===== src/design/srhf_pkg.sv =====
// ----------------------------------------------------------------------------
// srhf_pkg
// Shared widths, defaults and helper functions for the sample resolve and
// hole fill block.
// ----------------------------------------------------------------------------
package srhf_pkg;

  localparam int MAX_ROW_PIXELS = 1024;

  localparam int SUM_W    = 16;
  localparam int CNT_W    = 8;
  localparam int CHAN_W   = 8;
  localparam int STREAK_W = 8;
  localparam int WEIGHT_W = 7;
  localparam int COLOUR_W = 3 * CHAN_W;
  localparam int LINE_W   = COLOUR_W + STREAK_W;

  localparam logic [STREAK_W-1:0] STREAK_MAX = 8'd255;
  localparam logic [STREAK_W-1:0] STREAK_ONE = 8'd1;

  // max(100 / s, 1) with s == 0 counted as 1, written out as thresholds
  function automatic logic [WEIGHT_W-1:0] weight_of(input logic [STREAK_W-1:0] s);
    logic [WEIGHT_W-1:0] w;
    if (s <= 8'd1)       w = 7'd100;
    else if (s == 8'd2)  w = 7'd50;
    else if (s == 8'd3)  w = 7'd33;
    else if (s == 8'd4)  w = 7'd25;
    else if (s == 8'd5)  w = 7'd20;
    else if (s == 8'd6)  w = 7'd16;
    else if (s == 8'd7)  w = 7'd14;
    else if (s == 8'd8)  w = 7'd12;
    else if (s == 8'd9)  w = 7'd11;
    else if (s == 8'd10) w = 7'd10;
    else if (s == 8'd11) w = 7'd9;
    else if (s == 8'd12) w = 7'd8;
    else if (s <= 8'd14) w = 7'd7;
    else if (s <= 8'd16) w = 7'd6;
    else if (s <= 8'd20) w = 7'd5;
    else if (s <= 8'd25) w = 7'd4;
    else if (s <= 8'd33) w = 7'd3;
    else if (s <= 8'd50) w = 7'd2;
    else                 w = 7'd1;
    return w;
  endfunction

  function automatic logic [STREAK_W-1:0] streak_inc(input logic [STREAK_W-1:0] s);
    return (s == STREAK_MAX) ? STREAK_MAX : s + STREAK_ONE;
  endfunction

endpackage


===== src/design/srhf_div.sv =====
// ----------------------------------------------------------------------------
// srhf_div
// Restoring radix-2 divider, one quotient bit per cycle, quotient
// saturated to one colour byte.
// ----------------------------------------------------------------------------
module srhf_div (
  input  logic                        clk,
  input  logic                        rst,
  input  logic                        start,
  input  logic [srhf_pkg::SUM_W-1:0]  dividend,
  input  logic [srhf_pkg::CNT_W-1:0]  divisor,
  output logic                        done,
  output logic [srhf_pkg::CHAN_W-1:0] quotient
);

  localparam int NW = srhf_pkg::SUM_W;
  localparam int DW = srhf_pkg::CNT_W;
  localparam int CW = $clog2(NW + 1);

  logic [NW-1:0] quo;
  logic [DW-1:0] rem;
  logic [DW-1:0] den;
  logic [CW-1:0] steps;
  logic          busy;
  logic [DW:0]   shifted;
  logic          fits;

  assign shifted = {rem, quo[NW-1]};
  assign fits    = shifted >= {1'b0, den};

  always_ff @(posedge clk) begin
    if (rst) begin
      busy  <= 1'b0;
      done  <= 1'b0;
      steps <= '0;
    end else begin
      done <= 1'b0;
      if (start) begin
        busy  <= 1'b1;
        steps <= CW'(NW);
      end else if (busy) begin
        steps <= steps - 1'b1;
        if (steps == CW'(1)) begin
          busy <= 1'b0;
          done <= 1'b1;
        end
      end
    end
  end

  always_ff @(posedge clk) begin
    if (start) begin
      quo <= dividend;
      den <= divisor;
      rem <= '0;
    end else if (busy) begin
      // remainder stays below the divisor, so it fits the divisor width
      if (fits) begin
        rem <= DW'(shifted - {1'b0, den});
      end else begin
        rem <= shifted[DW-1:0];
      end
      quo <= {quo[NW-2:0], fits};
    end
  end

  assign quotient = (|quo[NW-1:srhf_pkg::CHAN_W]) ? '1 : quo[srhf_pkg::CHAN_W-1:0];

endmodule

===== config.mk =====
export PLATFORM = sky130hd
export DESIGN_NAME = srhf_div
export DESIGN_NICKNAME = d
export VERILOG_FILES = /design/src/design/srhf_pkg.sv /design/src/design/srhf_div.sv
export SDC_FILE = /design/constraint.sdc
export NUM_CORES = 1
export LEC_CHECK = 0
export ABC_AREA = 1
export BUFFER_PORTS_ARGS = -buffer_cell sky130_fd_sc_hd__buf_4
export CAP_MARGIN = 40
export CELL_PAD_IN_SITES_DETAIL_PLACEMENT = 1
export CELL_PAD_IN_SITES_GLOBAL_PLACEMENT = 2
export CORE_ASPECT_RATIO = 0.8
export CORE_MARGIN = 5
export CORE_UTILIZATION = 30
export CTS_CLUSTER_DIAMETER = 200
export CTS_CLUSTER_SIZE = 30
export DETAILED_ROUTE_END_ITERATION = 8
export GPL_TIMING_DRIVEN = 0
export PLACE_DENSITY_LB_ADDON = 0.1
export SYNTH_ARGS = -nofsm -noshare
export SYNTH_HDL_FRONTEND = slang
export SYNTH_SLANG_ARGS = --single-unit

===== constraint.sdc =====
create_clock -name clk -period 1.8 [get_ports clk]
set_clock_uncertainty 0.05 [all_clocks]
set_input_delay 0.18 -clock clk [delete_from_list [all_inputs] [get_ports clk]]
set_output_delay 0.18 -clock clk [all_outputs]
set_load 0.01 [all_outputs]

==> impl_metrics.tcl <==
set metrics [dict create \
    fill_cells 831 \
    io_buffers 35 \
    grt_start_max_net_pins 17 \
    final_common_cell "nand2_1" \
    r2r_slack_ps 100 \
    wl_per_cell_um 13.8 \
    nNetsFinal 346 \
    grt_usage_pct 12.7 \
    cts_sinks 39 \
    pre_cts_ws_ps -58.7 \
    synthAdderAreaFrac_pct 6.82 \
    drive_above_1_share_pct 23.9 \
    antenna_found_initial 0 \
    fin_util_pct 40.5 \
    synth_top_family_by_area "simple AND/OR/NAND/NOR gates" \
    syn_inst 257 \
    synth_mux_area_share_pct 0 \
    numCtsBuffers 5 \
    worstMarginPinSlew_ps 564 \
    worstPathMaxFanout 10 \
    path_class "flip-flop to flip-flop" \
    detail_route.vias_per_cell 4.52 \
    cts_tree "built" \
    first_pass_iters 4 \
    p_leak_nw 1.28 \
    timing.final.crit_period_ps 1700 \
    drt_iter0_drc 58 \
    yosys.area_share.simple_pct 29.2 \
    p_per_area_mw_per_mm2 833 \
    drv_slew 0 \
    synth-seq-area-share_pct 48.0 \
    remaining_drc_errors 0 \
    finalCritPeriodShare_pct 94.4 \
    synth_edf_count 24 \
    syn_area_sq_mm 0.00213 \
    worstReg2RegEnd "rem[5]" \
    synth_top_flop_cell "edfxtp_1" \
    synth.distinct_cells 31 \
    ant_nets 0 \
    htreeDepth 2 \
    reg2reg_depth 10 \
    setup_ws_ps 102 \
    hp-class "input port to flip-flop" \
    holdPathStages 1 \
    synth_nets 295 \
    coreArea_sq_mm 0.00689 \
    grt_pass1_wl_mm 8.98 \
    regToRegStartpoint "den[5]" \
    area_delta_synth_final_pct 31.4 \
    rsz0062_at_grt "true" \
    die-area_sq_mm 0.00888 \
    gp_congestion 0.728 \
    final_cell_mix "78 x nand2_1, 40 x buf_4, 35 x inv_1, 24 x edfxtp_1, 18 x nand3_1" \
    outcome "finished clean" \
    yosysWarnings 0 \
    cp.arrival_ps 1830 \
    die_y_um 85.3 \
    slew_headroom_pct 62.4 \
    finalHoldViolCount 0 \
    setup_viol 0 \
    synth_top_cells_by_area "edfxtp_1 34%, dfxtp_1 14%, nand2_1 14%" \
    boundaryPins 36 \
    ctsRootBufferMaster "clkbuf_8" \
    n_antenna_cell 0 \
    grt_remaining_overflow 0 \
    drv_cap 0 \
    start_util_pct 30.9 \
    vdd_drop_max_v 0.000398 \
    startpoint_type "flip-flop" \
    synthXorXnorAreaFrac_pct 1.65 \
    num_rows 27 \
    startpoint "den[5]" \
    dp_hpwl_mm 4.06 \
    crit_required_ps 1930 \
    clkTransAtPathRegs_ps 80 \
    syn_area_per_cell_sq_um 8.28 \
    cp-end-kind "flip-flop" \
    async_reset_ff_share_pct 0 \
    insertion_delay_ps 290 \
    grt_pass1_vias 1787 \
    synth-seq-cells 39 \
    cp-endpoint "rem[5]" \
    wl_mm 5.46 \
    synth_compound_area_share_pct 5.82 \
    die_width_um 104 \
    yosys.area.top_type_share_pct 33.9 \
    fmax_ghz 0.589 \
    vias 1790 \
    cts_buffer_depth 2 \
    synth_top_area_cell "edfxtp_1" \
]
[cell type report]
class | count | area, sq um | share of cell area, %
plain buffers | 4 | 18.8 | 0.672
clock buffers | 6 | 72.6 | 2.60
clock inverters | 2 | 60.1 | 2.15
inverters | 43 | 166 | 5.96
multi-input cells | 171 | 992 | 35.5
flip-flops and latches | 39 | 1020 | 36.5
well taps | 87 | 109 | 3.90
repair buffers | 44 | 354 | 12.7
[cell families after synthesis]
kind of cell | count (synthesis)
adder cells (fa/ha/maj) | 11
AO/OA/AOI/OAI | 22
XOR/XNOR | 4
buffers and inverters | 47
flip-flops | 39
AND/OR/NAND/NOR | 134
[Yosys cell counts, drive strengths merged (3+ instances only)]
cell and n:
ha 10, dfxtp 15, nand3 19, nor3 3, edfxtp 24, nor2 17
a21oi 5, inv 41, nand3b 7, xor2 3, nand2 83, o21ai 15
clkbuf 3
[per-stage QoR]
stage | area, sq um | cells | total power, W | hold slack [ps] | TNS, ps
after global routing | 2790 | 396 | 0.00246 | 0.754 | -34.5
final | 2790 | 396 | 0.00233 | 12.2 | 0
after floorplan | 2130 | 257 | 0.00130 | 199 | 0
after global placement | 2500 | 379 | 0.00142 | 309 | -651
after CTS | 2680 | 390 | 0.00233 | 1.36 | 0
after detailed placement | 2500 | 379 | 0.00143 | 310 | -953
[layer usage]
layer	up-vias	routed length (um)	global-route usage [%]
met4	0	48	3.53
met1	840	2810	18.0
li1	923	-	-
met2	22	2410	19.2
met3	5	184	3.27
met5	-	0	0
[how the worst min path moves through the flow]
stage,endpoint,start
2_1_floorplan,steps[4],rst
3_3_place_gp,den[6],divisor[6]
3_5_place_dp,den[6],divisor[6]
4_1_cts,den[0],divisor[0]
5_1_grt,den[5],divisor[5]
6_report,den[1],divisor[1]
[timing repair]
action	in CTS	in global routing
pin swaps	2	1
hold buffers	0	3
buffers inserted	3	3
hold endpoints to repair	0	3
cloned	0	0
gates resized for setup	2	14
endpoints found under the setup margin	14	32
[sequential cells by signal (all words and copies together) (netlist names)]
name   cells
busy       1
den        8
done       1
quo       16
rem        8
steps      5
[where the power goes]
part	internal, W	switching (W)	total (W)
clock	0.000555	0.000324	0.000879
sequential	0.00103	0.0000321	0.00106
combinational	0.000167	0.000225	0.000392
[worst max-delay path: stages, from the launching register on]
cell and delay (ps):
edfxtp_1 330, inv_1 50, ha_2 360, nand2_1 90, nor2_2 190, a21oi_4 80
buf_12 150, nand2_8 90, nand2_1 60, nand3_1 70, nand2_1 50
Power figures use the tool's default switching activity.
