===== config.mk =====
export PLATFORM = sky130hd
export DESIGN_NAME = srhf_ram
export DESIGN_NICKNAME = d
export VERILOG_FILES = /design/src/design/srhf_ram.sv
export SDC_FILE = /design/constraint.sdc
export NUM_CORES = 1
export LEC_CHECK = 0
export BUFFER_PORTS_ARGS = -buffer_cell sky130_fd_sc_hd__buf_2
export CORE_UTILIZATION = 55
export DETAILED_ROUTE_END_ITERATION = 12
export GPL_ROUTABILITY_DRIVEN = 0
export PLACE_DENSITY = 0.73
export REMOVE_ABC_BUFFERS = 1
export SLEW_MARGIN = 0
export SYNTH_ARGS = -nofsm -noshare
export SYNTH_HDL_FRONTEND = slang
export SYNTH_SLANG_ARGS = --single-unit

===== constraint.sdc =====
create_clock -name clk -period 2.76 [get_ports clk]
set_input_delay 0 -clock clk [delete_from_list [all_inputs] [get_ports clk]]
set_output_delay 0 -clock clk [all_outputs]
set_load 0.02 [all_outputs]

===== src/design/srhf_ram.sv =====
// ----------------------------------------------------------------------------
// srhf_ram
// Generic single-write, single-read RAM with registered read data.
// ----------------------------------------------------------------------------
module srhf_ram #(
  parameter int WIDTH = 8,
  parameter int DEPTH = 16
) (
  input  logic                     clk,
  input  logic                     we,
  input  logic [$clog2(DEPTH)-1:0] waddr,
  input  logic [WIDTH-1:0]         wdata,
  input  logic [$clog2(DEPTH)-1:0] raddr,
  output logic [WIDTH-1:0]         rdata
);

  logic [WIDTH-1:0] mem [DEPTH];

  always_ff @(posedge clk) begin
    if (we) begin
      mem[waddr] <= wdata;
    end
    rdata <= mem[raddr];
  end

endmodule


==> insert_results.sql, run 1 <==
INSERT INTO impl_metrics (metric_group, metric, value, unit) VALUES
('logic_synthesis', 'synth_cell_types', '19', ''),
('place', 'hpwl', '5.63', 'mm'),
('clock_tree', 'clkLatencyLatePin', '0.52', 'ns'),
('finish', 'final.fill_count', '543', ''),
('worst_setup_path', 'crit_path_max_incr_delay', '0.70', 'ns'),
('timing', 'final-setup-viol-count', '0', ''),
('logic_synthesis', 'compound_gate_fraction_of_synth_area', '0.0233', ''),
('logic_synthesis', 'syn-cell-area', '0.00515', 'mm²'),
('logic_synthesis', 'synth_seq_area_share', '0.778', ''),
('power_and_ir_drop', 'power.ir.vdd_worst', '0.500', 'mV'),
('worst_hold_path', 'min_delay_path_depth', '4', ''),
('floorplanning', 'floorplan.io_pins', '26', ''),
('power_and_ir_drop', 'power.share.switching', '0.212', ''),
('logic_synthesis', 'post_synth_fa_ha_maj_area_fraction', '0', ''),
('timing', 'finalWorstSetupSlack', '0.959', 'ns'),
('timing', 'holdWs', '0.0570', 'ns'),
('timing', 'clock.fmax', '555', 'MHz'),
('route', 'vias_per_cell', '6.08', ''),
('floorplanning', 'fp-row-count', '34', ''),
('worst_setup_path', 'timing.critical_path.slowest_stage_cell', 'sky130_fd_sc_hd__dlygate4sd3_1', ''),
('floorplanning', 'die_w', '98.7', 'µm'),
('worst_setup_path', 'rrSetupSlack', '1.36', 'ns'),
('timing', 'final-hold-violation-count', '0', ''),
('status', 'run_status', 'completed', ''),
('logic_synthesis', 'synth_top_family_by_area', 'multiplexers', ''),
('finish', 'final_cell_count_no_fill', '400', ''),
('floorplanning', 'initial_utilization', '0.579', ''),
('power_and_ir_drop', 'report.power.total', '4.69', 'mW'),
('clock_tree', 'tritoncts', 'built', ''),
('clock_tree', 'ctsHoldBuffers', '11', ''),
('route', 'dr.pass1.iters', '4', ''),
('finish', 'post_route_cells_drive_above_1_share', '0.271', ''),
('worst_setup_path', 'timing.critical_path.fanout_max', '7', ''),
('power_and_ir_drop', 'internal_cell_power', '3.69', 'mW'),
('power_and_ir_drop', 'power.share.combinational', '0.049', ''),
('worst_hold_path', 'hp-class', 'in2reg', ''),
('global_route', 'grt_start_max_net_pins', '33', ''),
('route', 'wl_per_cell', '23.4', 'µm'),
('place', 'total_of_buffers_placed_on_input_and_output_ports', '25', ''),
('power_and_ir_drop', 'seq_power_share', '0.495', ''),
('timing', 'fin_tns_setup', '0', 'ns'),
('logic_synthesis', 'ys_seq_elements', '136', ''),
('route', 'drt_iter0_drc', '175', ''),
('timing', 'fin_crit', '1.80', 'ns'),
('logic_synthesis', 'synth-warning-count', '0', ''),
('worst_setup_path', 'timing.critical_path.arrival', '2.03', 'ns'),
('worst_setup_path', 'cell_by_cell_trace_of_the_critical_path', 'dlygate4sd3_1, buf_2, nor3_1, dlygate4sd3_1', ''),
('worst_setup_path', 'startpoint_type', 'primary input', ''),
('worst_hold_path', 'hold_path_endpoint', 'rdata[3]$_DFF_P_', ''),
('global_route', 'number_of_global_route_vias_before_repair', '2402', ''),
('route', 'wirelength', '9.37', 'mm'),
('clock_tree', 'max-clock-path-buffers', '2', ''),
('finish', 'flow.area_growth_from_synthesis', '17.5', '%'),
('logic_synthesis', 'synth_simple_gate_area_frac', '0.0318', ''),
('finish', 'antennaDiodeCount', '0', ''),
('worst_setup_path', 'critical_path.most_common_cell', 'sky130_fd_sc_hd__dlygate4sd3_1', ''),
('worst_setup_path', 'worstReg2RegStart', 'mem[1][3]$_DFFE_PP_', ''),
('power_and_ir_drop', 'powerDensity', '775', 'mW/mm²'),
('global_route', 'gr-usage-all-layers', '0.213', ''),
('finish', 'multi_input_area', '0.00106', 'mm²'),
('clock_tree', 'resized_gates_after_cts', '0', ''),
('worst_setup_path', 'timing.reg2reg.worst_path_depth', '3', ''),
('worst_setup_path', 'timing.critical_path.to_type', 'flip-flop', ''),
('logic_synthesis', 'synth_mux_area_frac', '0.150', ''),
('global_route', 'antenna_violations_before_repair', '0', ''),
('clock_tree', 'postCtsSetupBuffers', '0', ''),
('clock_tree', 'cts.reportedPaths.clkPinSlew', '0.06', 'ns'),
('clock_tree', 'number_of_cts_inserted_buffers', '17', ''),
('logic_synthesis', 'synthesis.area_per_instance', '22.5', 'µm²'),
('finish', 'ff_latch_area', '0.00400', 'mm²'),
('timing', 'max-slew-margin-rel', '0.363', '');
-- layout by cell type, fill, tap and decap left out, drive strengths merged --
master,netlist,final
edfxtp,128,128
mux4,32,32
buf,7,30
clkbuf,0,18
a22oi,16,16
nor2,13,13
dlygate4sd3,0,11
nand2,9,9
dfxtp,8,8
clkinvlp,0,5
nor3,4,4
clkinv,0,4
inv,0,3
nand3b,2,2
nand2b,2,2
bufinv,0,2
nor2b,1,1
and2,1,1
and2b,1,1
nand3,1,1
or3b,1,1
-- worst max-delay path: cells and delay by family --
| family | cells | cell delay [ns] |
|---|---|---|
| simple gates | 1 | 0.62 |
| buf+inv | 3 | 1.41 |
-- kinds of logic after synthesis --
group	count (synthesis)
buffers and inverters	10
DFF	136
muxes	32
AOI/OAI and AO/OA	16
and+or+nand+nor	35
-- power groups by stage --
stage,Combinational [mW],Sequential [mW],Clock [mW]
after floorplan,0.0925,2.38,0
after global placement,0.214,2.36,0
after detailed placement,0.219,2.37,0
after CTS,0.232,2.32,2.16
after global routing,0.247,2.32,2.26
final,0.229,2.32,2.14
-- routing by layer --
layer  wire, µm  GRT usage  vias to the layer above
met3        548     0.0532                       11
li1           -          -                     1077
met1       4040      0.299                     1255
met4        149     0.0861                        0
met2       4630      0.325                       89
met5          0          0                        -
-- synth_stat cells --
cell / number / area share
sky130_fd_sc_hd__buf_4: 1 / 0.0015
sky130_fd_sc_hd__buf_6: 3 / 0.0066
sky130_fd_sc_hd__and2b_1: 1 / 0.0015
sky130_fd_sc_hd__dfxtp_1: 8 / 0.031
sky130_fd_sc_hd__edfxtp_1: 128 / 0.75
sky130_fd_sc_hd__a22oi_1: 16 / 0.023
sky130_fd_sc_hd__and2_1: 1 / 0.0012
sky130_fd_sc_hd__clkdlybuf4s25_2: 3 / 0.0058
sky130_fd_sc_hd__nand3_1: 1 / 0.00097
sky130_fd_sc_hd__nor3_1: 4 / 0.0039
sky130_fd_sc_hd__nand3b_1: 2 / 0.0029
sky130_fd_sc_hd__or3b_2: 1 / 0.0017
sky130_fd_sc_hd__nor2_1: 13 / 0.0095
sky130_fd_sc_hd__mux4_1: 14 / 0.071
sky130_fd_sc_hd__mux4_2: 18 / 0.079
sky130_fd_sc_hd__nand2b_1: 2 / 0.0024
sky130_fd_sc_hd__buf_2: 3 / 0.0029
sky130_fd_sc_hd__nand2_1: 9 / 0.0066
sky130_fd_sc_hd__nor2b_1: 1 / 0.0012
-- metrics by stage --
step | util | instance area, µm²
detailed placement | 0.604 | 5370
global route | 0.680 | 6050
finish | 0.680 | 6050
floorplan | - | 5060
global placement | 0.604 | 5370
CTS | 0.680 | 6050
-- worst max-delay path by stage --
stage / endpoint / startpoint / slack, ns / cells past startpoint
4_1_cts: mem[4][0]$_DFFE_PP_ / waddr[1] / 0.96 / 4
3_3_place_gp: mem[4][2]$_DFFE_PP_ / waddr[3] / 1.03 / 4
5_1_grt: mem[4][0]$_DFFE_PP_ / waddr[0] / 0.88 / 4
6_report: mem[4][0]$_DFFE_PP_ / waddr[0] / 0.96 / 4
2_1_floorplan: mem[0][0]$_DFFE_PP_ / waddr[2] / 1.27 / 2
3_5_place_dp: mem[4][2]$_DFFE_PP_ / waddr[3] / 1.03 / 4
-- state kept, by name (all words and copies together), names as in the netlist --
signal,cells
mem,128
rdata,8
-- area by class of cell --
type	count	share of cell area
flip-flops and latches	136	0.662
repair buffers	41	0.0472
well taps	108	0.0223
clock buffers	18	0.0691
clock inverters	14	0.0248
multi-input cells	83	0.175
No activity file was read; power rests on OpenSTA's default activity.
==> inputs of run 2 (changes only) <==
--- a/config.mk
+++ b/config.mk
@@ -5,11 +5,12 @@
 export SDC_FILE = /design/constraint.sdc
 export NUM_CORES = 1
 export LEC_CHECK = 0
+export ABC_AREA = 1
 export BUFFER_PORTS_ARGS = -buffer_cell sky130_fd_sc_hd__buf_2
 export CORE_UTILIZATION = 55
 export DETAILED_ROUTE_END_ITERATION = 12
 export GPL_ROUTABILITY_DRIVEN = 0
-export PLACE_DENSITY = 0.73
+export PLACE_DENSITY = 0.75
 export REMOVE_ABC_BUFFERS = 1
 export SLEW_MARGIN = 0
 export SYNTH_ARGS = -nofsm -noshare
==> constraint.sdc (replaced) <==
create_clock -name clk -period 1.5 [get_ports clk]
set_input_delay 0 -clock clk [delete_from_list [all_inputs] [get_ports clk]]
set_output_delay 0 -clock clk [all_outputs]
set_load 0.02 [all_outputs]
==> run 2 against run 1 <==
Net effect:
- via count grew 61%
- sequential share of layout area shrank 7.3 points
- utilization shrank 1.6 points
- global-route usage grew 3.3 points
- clock-buffer cell count grew 1
- synthesized area grew 12%
- largest power group is now the clock network
==> insert_results.sql, run 2 <==
INSERT INTO impl_metrics (metric_group, metric, value, unit) VALUES
('worst_setup_path', 'timing.critical_path.required', '1.50', 'ns'),
('logic_synthesis', 'synth_commonest_cells', '173 x sky130_fd_sc_hd__nand2_1, 128 x sky130_fd_sc_hd__edfxtp_1, 100 x sky130_fd_sc_hd__inv_1', ''),
('timing', 'slew_at_the_pin_with_the_worst_max_slew_slack', '0.634', 'ns'),
('place', 'hpwl', '7.01', 'mm'),
('floorplanning', 'die_w', '104', 'µm'),
('floorplanning', 'core', '0.0102', 'mm²'),
('finish', 'nNetsFinal', '619', ''),
('timing', 'final_skew', '0.00499', 'ns'),
('finish', 'top_register', 'mem', ''),
('route', 'dr.pass1.iters', '5', ''),
('route', 'wirelength', '12.2', 'mm'),
('power_and_ir_drop', 'power.leakage', '2.98', 'nW'),
('timing', 'fin_tns_setup', '0', 'ns'),
('power_and_ir_drop', 'powerDensity', '1350', 'mW/mm²'),
('logic_synthesis', 'post-synth-top-area-cell', 'sky130_fd_sc_hd__edfxtp_1', ''),
('timing', 'final-hold-violation-count', '0', ''),
('timing', 'report.final.slew_viol_count', '0', ''),
('floorplanning', 'die_h', '104', 'µm'),
('route', 'dr_total_vias', '3923', ''),
('worst_setup_path', 'critical_path.top_delay_family', 'flip-flops', ''),
('route', 'detailroute.wirelength.met2', '5.93', 'mm'),
('worst_setup_path', 'path_buf_inv', '1', ''),
('worst_setup_path', 'criticalPathCategory', 'reg2out', ''),
('worst_setup_path', 'critPathLaunch', 'rdata[1]$_DFF_P_', ''),
('floorplanning', 'floorplan.io_pins', '26', ''),
('clock_tree', 'cts_root_buffer', 'sky130_fd_sc_hd__clkbuf_8', ''),
('logic_synthesis', 'syn-instance-count', '551', ''),
('floorplanning', 'initial_utilization', '0.564', ''),
('finish', 'flow.area_growth_from_synthesis', '17.9', '%'),
('finish', 'post_route_cells_drive_above_1_share', '0.129', ''),
('timing', 'clock.fmax', '979', 'MHz'),
('worst_setup_path', 'timing.critical_path.to_type', 'primary output', ''),
('route', 'drt_iter0_drc', '328', ''),
('global_route', 'grt-ovfl-total', '0', ''),
('timing', 'fin_crit', '1.02', 'ns'),
('clock_tree', 'htree_levels', '4', ''),
('route', 'vias_per_cell', '5.23', ''),
('route', 'wl_per_cell', '16.2', 'µm'),
('worst_hold_path', 'min_delay_path_depth', '5', ''),
('global_route', 'number_of_global_route_vias_before_repair', '3963', ''),
('clock_tree', 'max-clock-path-buffers', '2', ''),
('timing', 'max-slew-margin-rel', '0.577', ''),
('clock_tree', 'clock-sinks', '136', ''),
('worst_setup_path', 'crit_path_max_incr_delay', '0.33', 'ns'),
('worst_setup_path', 'startpoint_type', 'flip-flop', ''),
('place', 'dpl-instance-area', '0.00608', 'mm²'),
('logic_synthesis', 'post_synth_edffs', '128', ''),
('worst_hold_path', 'hold_start', 'raddr[2]', ''),
('clock_tree', 'tritoncts', 'built', ''),
('finish', 'layout.core_utilization', '0.665', ''),
('finish', 'mostFrequentLayoutCell', 'sky130_fd_sc_hd__nand2_1', ''),
('worst_setup_path', 'timing.reg2reg.worst_path_depth', '6', ''),
('worst_hold_path', 'hp-class', 'in2reg', ''),
('timing', 'final.period_utilization', '0.681', ''),
('worst_setup_path', 'timing.critical_path.arrival', '1.02', 'ns'),
('timing', 'grt_setup_unrepaired', 'no', ''),
('clock_tree', 'cts.reportedPaths.clkPinSlew', '0.06', 'ns'),
('route', 'ant_nets', '0', ''),
('finish', 'largest_registers', 'mem x128, rdata x8', ''),
('logic_synthesis', 'synth_top_flop_cell', 'sky130_fd_sc_hd__edfxtp_1', ''),
('status', 'run_status', 'completed', ''),
('logic_synthesis', 'async_flop_share', '0', ''),
('power_and_ir_drop', 'power.ir.vdd_worst', '0.704', 'mV'),
('finish', 'largest_register_ffs', '128', ''),
('worst_setup_path', 'cell_by_cell_trace_of_the_critical_path', 'buf_2', ''),
('logic_synthesis', 'synth_seq_area_share', '0.694', ''),
('logic_synthesis', 'yosysMostFrequentCell', 'sky130_fd_sc_hd__nand2_1', ''),
('global_route', 'gr-usage-all-layers', '0.245', ''),
('finish', 'post-route-cell-area', '0.00680', 'mm²'),
('logic_synthesis', 'synth_cell_types', '12', ''),
('route', 'top_layer_used', 'met4', ''),
('finish', 'antennaDiodeCount', '0', ''),
('floorplanning', 'fp-row-count', '37', ''),
('route', 'met3WireLength', '928', 'µm'),
('run', 'cap_viol_max_count', '0', ''),
('finish', 'layout_common_cells', '173 x sky130_fd_sc_hd__nand2_1, 128 x sky130_fd_sc_hd__edfxtp_1, 100 x sky130_fd_sc_hd__inv_1', ''),
('global_route', 'grt_first_pass_wirelength', '19.7', 'mm'),
('logic_synthesis', 'syn-cell-area', '0.00577', 'mm²'),
('worst_setup_path', 'timing.critical_path.slowest_stage_cell', 'sky130_fd_sc_hd__dfxtp_1', ''),
('place', 'total_of_buffers_placed_on_input_and_output_ports', '25', ''),
('clock_tree', 'number_of_cts_inserted_buffers', '17', ''),
('logic_synthesis', 'yosys.area.top_type_share', '0.667', ''),
('timing', 'final-setup-viol-count', '0', ''),
('worst_setup_path', 'worstReg2RegStart', 'mem[6][0]$_DFFE_PP_', ''),
('logic_synthesis', 'synth-warning-count', '0', ''),
('logic_synthesis', 'ys_seq_elements', '136', ''),
('worst_setup_path', 'critical_path_depth', '1', ''),
('floorplanning', 'design.die.area', '0.0109', 'mm²'),
('logic_synthesis', 'synthesis.area_per_instance', '10.5', 'µm²'),
('route', 'post-route-drc-count', '0', ''),
('clock_tree', 'postCtsSetupBuffers', '0', ''),
('worst_setup_path', 'timing.critical_path.fanout_max', '1', ''),
('clock_tree', 'clkLatencyLatePin', '0.52', 'ns'),
('logic_synthesis', 'synth.top_cells.by_area', 'sky130_fd_sc_hd__edfxtp_1 67%, sky130_fd_sc_hd__nand2_1 11%, sky130_fd_sc_hd__nand3_1 8.4%, sky130_fd_sc_hd__inv_1 6.5%, sky130_fd_sc_hd__dfxtp_1 2.8%', ''),
('global_route', 'antenna_violations_before_repair', '0', ''),
('route', 'wirelength_met1', '4.94', 'mm'),
('global_route', 'grt_start_max_net_pins', '65', '');
-- run 2: cell types whose count changed in the layout (fill, tap and decap cells not counted), sizes merged, moves of 2 or more --
cell / before / now
a22oi: 16 / 0
buf: 30 / 46
bufinv: 2 / 5
clkinvlp: 5 / 3
dlygate4sd3: 11 / 9
inv: 3 / 102
mux4: 32 / 0
nand2: 9 / 173
nand2b: 2 / 0
nand3: 1 / 97
nor2: 13 / 17
nor3: 4 / 0
-- run 2: layout make-up --
| type | count | area [µm²] |
|---|---|---|
| multi-input combinational | 289 | 1210 |
| tap | 136 | 170 |
| clock inverter | 13 | 201 |
| inverter | 102 | 383 |
| clock buffer | 19 | 432 |
| timing repair buffer | 55 | 398 |
| sequential | 136 | 4000 |
| fill | 728 | 3430 |
-- run 2: repair_timing --
item | CTS | global route
resized for setup | 0 | 0
hold buffers | 9 | 0
endpoints found under the hold margin | 136 | 0
-- run 2: cell families after synthesis --
kind of cell	Yosys count	synth area share
buf+inv	126	0.0952
flops	136	0.694
simple gates	289	0.210
-- run 2: power breakdown --
| part | internal [mW] | switching (mW) | total (mW) |
|---|---|---|---|
| logic | 0.170 | 0.375 | 0.545 |
| registers | 4.25 | 0.0234 | 4.27 |
| clock network | 2.90 | 1.50 | 4.40 |
| total | 7.32 | 1.90 | 9.21 |
-- run 2: stage by stage --
stage	power, mW	cells	setup WS (ns)	hold slack, ns
2_1_floorplan	4.61	527	0.520	0.0989
3_3_place_gp	4.85	709	0.384	0.388
3_5_place_dp	4.87	709	0.364	0.392
4_1_cts	9.25	750	0.464	0.0171
5_1_grt	9.48	750	0.408	0.0471
6_report	9.21	750	0.478	0.0323
-- run 2: worst paths after layout --
| path | endpoint | slack (ns) |
|---|---|---|
| setup reg to reg | rdata[0]$_DFF_P_ | 0.49 |
| hold / removal | rdata[6]$_DFF_P_ | 0.03 |
| setup / recovery | rdata[1] | 0.48 |
| hold reg to reg | rdata[7]$_DFF_P_ | 0.65 |
-- run 2: metal layers --
| layer | global-route usage | vias to the layer above |
|---|---|---|
| met4 | 0.141 | 0 |
| met3 | 0.0501 | 29 |
| li1 | - | 1872 |
| met5 | 0 | - |
| met2 | 0.385 | 176 |
| met1 | 0.319 | 1846 |
==> inputs of run 3 (changes only) <==
--- a/config.mk
+++ b/config.mk
@@ -10,7 +10,7 @@
 export CORE_UTILIZATION = 55
 export DETAILED_ROUTE_END_ITERATION = 12
 export GPL_ROUTABILITY_DRIVEN = 0
-export PLACE_DENSITY = 0.75
+export PLACE_DENSITY = 0.72
 export REMOVE_ABC_BUFFERS = 1
 export SLEW_MARGIN = 0
 export SYNTH_ARGS = -nofsm -noshare
==> constraint.sdc (replaced) <==
create_clock -name clk -period 1 [get_ports clk]
set_input_delay 0 -clock clk [delete_from_list [all_inputs] [get_ports clk]]
set_output_delay 0 -clock clk [all_outputs]
set_load 0.02 [all_outputs]
==> run 3 against run 2 <==
Net effect:
- total power rose by 54%
- hold slack got worse by 0.014 ns
- final cell count rose by 1.5%
- register-to-register slack got worse by 0.46 ns
- first-iteration DRC count fell by 3.0%
- routed wire length rose by 8.9%
- clock skew rose by 0.0027 ns
- critical path type unchanged
==> insert_results.sql, run 3 (synthesized netlist as in run 2, its figures left out) <==
INSERT INTO impl_metrics (metric_group, metric, value, unit) VALUES
('finish', 'post_route_cells_drive_above_1_share', '0.160', ''),
('worst_setup_path', 'worstReg2RegStart', 'mem[6][0]$_DFFE_PP_', ''),
('status', 'run_status', 'completed', ''),
('timing', 'final_skew', '0.00768', 'ns'),
('worst_setup_path', 'path_buf_inv', '1', ''),
('clock_tree', 'max-clock-path-buffers', '2', ''),
('finish', 'final_cell_count_no_fill', '761', ''),
('timing', 'holdWs', '0.0186', 'ns'),
('finish', 'largest_registers', 'mem x128, rdata x8', ''),
('power_and_ir_drop', 'power.leakage', '3.08', 'nW'),
('timing', 'grt_setup_unrepaired', 'yes', ''),
('power_and_ir_drop', 'powerDensity', '2020', 'mW/mm²'),
('clock_tree', 'number_of_cts_inserted_buffers', '17', ''),
('worst_setup_path', 'startpoint_type', 'flip-flop', ''),
('timing', 'final-setup-viol-count', '0', ''),
('route', 'dr.pass1.iters', '5', ''),
('worst_setup_path', 'timing.critical_path.arrival', '0.99', 'ns'),
('timing', 'report.final.slew_viol_count', '0', ''),
('finish', 'nNetsFinal', '630', ''),
('finish', 'layout_common_cells', '172 x sky130_fd_sc_hd__nand2_1, 128 x sky130_fd_sc_hd__edfxtp_1, 99 x sky130_fd_sc_hd__inv_1', ''),
('worst_setup_path', 'timing.critical_path.to_type', 'primary output', ''),
('route', 'drt_iter0_drc', '318', ''),
('worst_hold_path', 'min_delay_path_depth', '6', ''),
('worst_setup_path', 'criticalPathCategory', 'reg2out', ''),
('floorplanning', 'design.die.area', '0.0109', 'mm²'),
('route', 'ant_nets', '0', ''),
('clock_tree', 'htree_levels', '4', ''),
('place', 'total_of_buffers_placed_on_input_and_output_ports', '25', ''),
('place', 'dpl-instance-area', '0.00620', 'mm²'),
('floorplanning', 'floorplan.io_pins', '26', ''),
('worst_hold_path', 'hold_path_endpoint', 'rdata[6]$_DFF_P_', ''),
('timing', 'slew_at_the_pin_with_the_worst_max_slew_slack', '0.358', 'ns'),
('finish', 'antennaDiodeCount', '0', ''),
('clock_tree', 'postCtsSetupBuffers', '0', ''),
('floorplanning', 'initial_utilization', '0.564', ''),
('finish', 'flow.area_growth_from_synthesis', '21.8', '%'),
('floorplanning', 'die_h', '104', 'µm'),
('route', 'dr_total_vias', '4029', ''),
('finish', 'post-route-cell-area', '0.00702', 'mm²'),
('finish', 'largest_register_ffs', '128', ''),
('floorplanning', 'fp-row-count', '37', ''),
('route', 'post-route-drc-count', '0', ''),
('worst_setup_path', 'crit_path_max_incr_delay', '0.36', 'ns'),
('worst_setup_path', 'rrSetupSlack', '0.03', 'ns'),
('timing', 'final-hold-violation-count', '0', ''),
('clock_tree', 'cts_root_buffer', 'sky130_fd_sc_hd__clkbuf_8', ''),
('worst_hold_path', 'hp-class', 'in2reg', ''),
('global_route', 'grt_start_max_net_pins', '36', ''),
('clock_tree', 'clock-sinks', '136', ''),
('worst_setup_path', 'timing.critical_path.required', '1.00', 'ns'),
('worst_setup_path', 'critical_path.top_delay_family', 'flip-flops', ''),
('route', 'wirelength', '13.2', 'mm'),
('floorplanning', 'die_w', '104', 'µm'),
('worst_setup_path', 'cell_by_cell_trace_of_the_critical_path', 'buf_6', ''),
('worst_setup_path', 'timing.reg2reg.worst_path_depth', '6', ''),
('worst_setup_path', 'timing.critical_path.fanout_max', '1', ''),
('route', 'wl_per_cell', '17.4', 'µm'),
('route', 'vias_per_cell', '5.29', ''),
('timing', 'clock.fmax', '1010', 'MHz'),
('power_and_ir_drop', 'report.power.total', '14.2', 'mW'),
('place', 'hpwl', '7.98', 'mm'),
('worst_setup_path', 'terminus_of_the_critical_flop_to_flop_path', 'rdata[0]$_DFF_P_', ''),
('clock_tree', 'clkLatencyLatePin', '0.52', 'ns'),
('global_route', 'number_of_global_route_vias_before_repair', '4010', ''),
('global_route', 'grt-ovfl-total', '0', ''),
('worst_setup_path', 'timing.critical_path.slowest_stage_cell', 'sky130_fd_sc_hd__dfxtp_2', ''),
('timing', 'max-slew-margin-rel', '0.761', ''),
('global_route', 'grt_first_pass_wirelength', '20.6', 'mm'),
('timing', 'fin_crit', '0.992', 'ns'),
('worst_hold_path', 'hold_start', 'raddr[1]', ''),
('finish', 'mostFrequentLayoutCell', 'sky130_fd_sc_hd__nand2_1', ''),
('floorplanning', 'core', '0.0102', 'mm²'),
('timing', 'final.period_utilization', '0.992', ''),
('finish', 'top_register', 'mem', ''),
('clock_tree', 'cts.reportedPaths.clkPinSlew', '0.06', 'ns'),
('global_route', 'gr-usage-all-layers', '0.259', ''),
('clock_tree', 'tritoncts', 'built', ''),
('run', 'cap_viol_max_count', '0', ''),
('place', 'dp_cells', '719', ''),
('global_route', 'antenna_violations_before_repair', '0', ''),
('power_and_ir_drop', 'power.ir.vdd_worst', '1.21', 'mV');
-- run 3: layout make-up --
type,instances,area [µm²]
sequential,136,4010
fill,706,3210
multi-input combinational,289,1250
timing repair buffer,66,559
clock buffer,21,459
inverter,102,383
clock inverter,11,195
tap,136,170
-- run 3: worst max path at each step --
stage	cells after the start	from	slack (ns)	endpoint
after floorplan	6	raddr[0]	0.02	rdata[2]$_DFF_P_
after global routing	6	mem[9][5]$_DFFE_PP_	-0.04	rdata[5]$_DFF_P_
final	1	rdata[2]$_DFF_P_	0.008	rdata[2]
after detailed placement	4	waddr[2]	-0.06	mem[9][0]$_DFFE_PP_
after CTS	1	rdata[2]$_DFF_P_	-0.01	rdata[2]
after global placement	4	waddr[2]	-0.03	mem[9][0]$_DFFE_PP_
-- run 3: layer usage --
| layer | up-vias | share of wire | global-route usage |
|---|---|---|---|
| li1 | 1897 | - | - |
| met1 | 1904 | 0.38 | 0.313 |
| met2 | 188 | 0.52 | 0.443 |
| met3 | 40 | 0.074 | 0.0501 |
| met4 | 0 | 0.027 | 0.134 |
| met5 | - | 0 | 0 |
-- run 3: worst reg2reg max path: cells and delay by family, from the launching register on --
kind | cells | cell delay [ns]
flip-flops | 1 | 0.37
buffers and inverters | 1 | 0.07
AND/OR/NAND/NOR | 5 | 0.42
-- run 3: through the flow --
stage / TNS [ns] / utilization / setup WS [ns]
2_1_floorplan: 0 / - / 0.0195
3_3_place_gp: -0.451 / 0.606 / -0.0271
3_5_place_dp: -1.57 / 0.606 / -0.0641
4_1_cts: -0.0100 / 0.682 / -0.0100
5_1_grt: -0.137 / 0.687 / -0.0414
6_report: 0 / 0.687 / 0.00760
-- run 3: what timing repair did --
action                     CTS  global route
setup endpoints to repair    4            11
hold buffers                10             0
resized for setup            8            12
hold endpoints to repair   136             0
pin swaps                    0             3
-- run 3: power by group --
| part | total (mW) | leakage [nW] | switching, mW | internal, mW |
|---|---|---|---|---|
| sequential | 6.42 | 1.22 | 0.0442 | 6.37 |
| clock | 6.80 | 0.310 | 2.29 | 4.50 |
| combinational | 0.939 | 1.54 | 0.607 | 0.332 |
